## config.mk

```make
export PLATFORM = sky130hd
export DESIGN_NAME = sg5_norm
export DESIGN_NICKNAME = d
export VERILOG_FILES = /design/src/hw/rtl/sg5_pkg.sv /design/src/hw/rtl/sg5_norm.sv
export SDC_FILE = /design/constraint.sdc
export NUM_CORES = 1
export LEC_CHECK = 0
export CAP_MARGIN = 20
export CORE_AREA = 2 2 101 103
export DETAILED_ROUTE_END_ITERATION = 8
export DIE_AREA = 0 0 103 105
export DONT_BUFFER_PORTS = 1
export HOLD_SLACK_MARGIN = 0.05
export PLACE_DENSITY = 0.72
export SLEW_MARGIN = 20
export SYNTH_ARGS = -nofsm -noshare
export SYNTH_HDL_FRONTEND = slang
export SYNTH_SLANG_ARGS = --single-unit
export TNS_END_PERCENT = 100
```

## constraint.sdc

```tcl
create_clock -name clk -period 0.87 [get_ports clk]
set_input_delay 0.174 -clock clk [delete_from_list [all_inputs] [get_ports clk]]
set_output_delay 0.174 -clock clk [all_outputs]
set_load 0.02 [all_outputs]
```

## src/hw/rtl/sg5_pkg.sv

```systemverilog
`default_nettype none

package sg5_pkg;

	localparam int PIX_W         = 8;
	localparam int HS_W          = 13;   // horizontal row sum, 17*255 fits
	localparam int ACC_W         = 17;   // vertical total plus rounding bias
	localparam int ROW_W         = 13;
	localparam int WIDTH_REG_W   = 12;
	localparam int HEIGHT_REG_W  = 13;
	localparam int CFG_IDX_W     = 2;
	localparam int CFG_DATA_W    = 13;
	localparam int N_LINES       = 4;
	localparam int N_HTAPS       = 5;

	localparam int MAX_WIDTH_DEF = 2048;
	localparam int MAX_HEIGHT    = 4096;
	localparam int WIDTH_RESET   = 640;
	localparam int HEIGHT_RESET  = 480;

	// (x + 144) / 289 as a multiply by ceil(2^25 / 289); exact for x < 2^17
	localparam int ROUND_BIAS    = 144;
	localparam int RECIP         = 116106;
	localparam int RECIP_W       = 17;
	localparam int RECIP_SHIFT   = 25;
	localparam int PROD_W        = ACC_W + RECIP_W;
	localparam int Q_W           = PROD_W - RECIP_SHIFT;
	localparam int PIX_MAX       = 255;

	typedef enum logic [CFG_IDX_W-1:0] {
		REG_FRAME_WIDTH  = 2'd0,
		REG_FRAME_HEIGHT = 2'd1
	} cfg_reg_t;

	typedef enum logic {
		OP_PIXEL = 1'b0,
		OP_DRAIN = 1'b1
	} op_t;

	typedef struct packed {
		logic             last;
		logic [ACC_W-1:0] acc;
	} acc_item_t;

	typedef struct packed {
		logic             last;
		logic [PIX_W-1:0] pix;
	} result_t;

endpackage

`default_nettype wire

```

## src/hw/rtl/sg5_norm.sv

```systemverilog
`default_nettype none

module sg5_norm (
	input  logic                clk,
	input  logic                arst_n,
	input  logic                en,
	input  logic                in_valid,
	input  sg5_pkg::acc_item_t  in_item,
	output logic                out_valid,
	output sg5_pkg::result_t    out_item
);
	import sg5_pkg::*;

	logic              valid_s4;
	logic              last_s4;
	logic [PROD_W-1:0] prod_s4;
	logic [Q_W-1:0]    quot;

	always_ff @(posedge clk or negedge arst_n) begin
		if (!arst_n) begin
			valid_s4 <= 1'b0;
		end else if (en) begin
			valid_s4 <= in_valid;
		end
	end

	always_ff @(posedge clk) begin
		if (en) begin
			last_s4 <= in_item.last;
			prod_s4 <= PROD_W'(in_item.acc) * PROD_W'(RECIP);
		end
	end

	always_comb begin
		quot          = prod_s4[PROD_W-1:RECIP_SHIFT];
		out_item.last = last_s4;
		if (quot > Q_W'(PIX_MAX)) begin
			out_item.pix = PIX_W'(PIX_MAX);
		end else begin
			out_item.pix = quot[PIX_W-1:0];
		end
	end

	assign out_valid = valid_s4;

endmodule

`default_nettype wire

```

==> metrics <==
DR vias/cell=about 5.2; ANT nets after route=0; multi-input logic area=approximately 4800 um^2; Worst Setup Slack, final=-3.57 ns; share of cells above drive strength 1=between 20% and 30%; IO Port Bufs=0; CP max FO=4; Syn Area/Cell=about 9.6 um^2; clock buffer depth=2; Period minus WS final=between 4 and 5 ns; Layout fillers=about 800; vias in the first global route=around 4.2k; synth warn=0; Unique masters post-synth=40; register area=between 300 and 400 um^2; CP Buf/Inv Count=4; drt first pass iters=4; largest net degree at the start of global routing=12; vias after detailed routing=about 3.9k; Routed WL per cell=around 16 um; clk sinks=11; Worst path slowest cell=fa_1; Die Footprint=10800 um^2; Total Routing Usage GR=22.3%; ys async rst share=9.09%; number of diodes=0; Yosys top cell by area=ha_1; slew at the pin with the worst max-slew slack=0.499 ns; Syn Std Cell Area=~5200 um^2; share of the synthesized area in the top cell type=between 30% and 40%; Fmax=between 200 and 250 MHz; ranking of synthesized cells by area=ha_1 37%, fa_1 28%, inv_1 12%; I/O Pins=32; Post-CTS Hold Buffers=2; initial DRC count=around 110; Syn Inst Count=between 500 and 600; critical path's top delay family=adder cells; Crit path top cell by count=fa_1; post-route DRC violation count=0; Post-Syn Nets=a little under 800; worst min path class=in -> reg; grt ovf=0; Post-synth top cells=165 x inv_1, 154 x ha_1, 72 x fa_1; area of the core=between 9000 and 10000 um^2; CP cell instances=clkinvlp_4 -> fa_1 -> inv_2 -> ha_4 -> fa_1 -> fa_1 -> inv_1 -> fa_1 -> fa_1 -> inv_2 -> ha_4 -> a211oi_2 -> o211ai_1 -> a21oi_1 -> nand4_1 -> a211oi_2 -> xnor2_1; initial antenna violation count=0; synthesis-to-layout area growth=23.8%; root buf cell=clkbuf_8; initial core utilization=a little over half; Final Hold Fails=0; Critical Path AT=approximately 4.4 ns; clock-pin slew on the worst setup and hold paths=~0.05 ns; max-cap violations=0; fin util=66.8%; CP required=0.86 ns; Final period util=510%; unrepaired setup endpoints after global routing=true; Post-Route WL=~12000 um; endpoints failing setup=19; Top FF cell, synth=edfxtp_1; row count=36; WS Path Type=in -> reg; number of flops mapped to enable cells by yosys=10; status=finished, violations left; post-detail-place hpwl=roughly 10000 um; CTS buffer count=3; # nets final=about 860; first-pass GRT wire length=between 15000 and 20000 um; Placer Congestion=approximately 0.94; Synth Register Bits=11; die height=between 100 and 150 um; slew margin rel.=66.7%; Worst-Skew Late Latency=between 0.2 and 0.25 ns; CP peak stage delay=between 0.5 and 0.6 ns; startpoint types=primary input; register area share after synthesis=approximately 6.3%; Die W=around 100 um; endpoint type of the worst setup path=flip-flop; violated checks=negative setup slack; cell with the most instances after synthesis=inv_1; pins over their slew limit=0; Clock Skews=0 ns; H-tree depth=1; CTS tree=done
==> cell type report <==
cell class,count,share of cell area [%]
Sequential cell,11,5.05
Multi-Input combinational cell,363,73.8
Clock buffer,4,0.699
Tap cell,133,2.58
Inverter,166,10.0
Timing Repair Buffer,65,7.88
==> metrics by stage <==
step,cells,hold WS [ns],TNS [ns],setup WS [ns],area (um^2)
after floorplan,543,-0.122,-31.65,-3.58,5500
after global placement,728,-0.122,-34.18,-3.76,6060
after detailed placement,728,-0.122,-35.09,-3.87,6060
after CTS,738,0.0393,-34.19,-3.56,6320
after global routing,742,0.0342,-36.10,-3.76,6440
final,742,0.0425,-34.39,-3.57,6440
==> cells in the final DEF, fill, tap and decap left out, drive strengths merged, types with 2 or more instances in the layout <==
cell,n
nor2,9
buf,63
xnor2,11
clkinvlp,5
o211ai,7
nor2b,3
nor3,5
fa,72
edfxtp,10
or2,8
a211oi,6
ha,154
nor4,4
and3,2
nand2,20
nand3,5
inv,161
nor3b,2
dlygate4sd3,2
a21oi,20
clkbuf,4
a21o,4
o21ai,12
nand4,8
o21a,2
==> repair_timing <==
action,CTS,global route
setup buffers,4,4
pin swaps,35,20
endpoints found under the hold margin,12,10
resized for setup,29,25
endpoints found under the setup margin,19,19
==> registers in the layout, indices dropped and copies added (netlist names) <==
signal,flops
prod_s4,9
out_valid,1
last_s4,1
==> metal layers <==
metal  GRT usage [%]  share of wire, %  vias to the layer above
met4            2.91               1.9                        0
met5               0                 0                        -
li1                -                 -                     1880
met1            26.7                40                     1905
met2            43.2                55                       70
met3            2.21               2.7                       23
==> worst paths after layout <==
kind	depth (start not counted)	startpoint	to	slack, ns
hold reg to reg	1	out_valid	out_valid	0.54
min in group asynchronous	1	arst_n	out_valid	0.14
hold / removal	0	en	prod_s4[33]	0.04
setup / recovery	17	in_item[3]	prod_s4[33]	-3.57
max in group asynchronous	1	arst_n	out_valid	0.63
setup reg to reg	1	out_valid	out_valid	0.11
==> logic make-up (layout without fill, tap and decap cells) <==
family | count (synthesis) | after routing | synth area share, %
compound gates | 55 | 55 | 7.29
xor+xnor | 11 | 11 | 1.85
fa+ha+maj | 226 | 226 | 64.7
buf+inv | 169 | 235 | 12.4
flops | 11 | 11 | 6.25
mux | 1 | 1 | 0.216
simple gates | 70 | 70 | 7.31
Power is left out: the tool's default activity adds up to more than one toggle a clock period on the data nets, which glitch-free logic cannot reach.
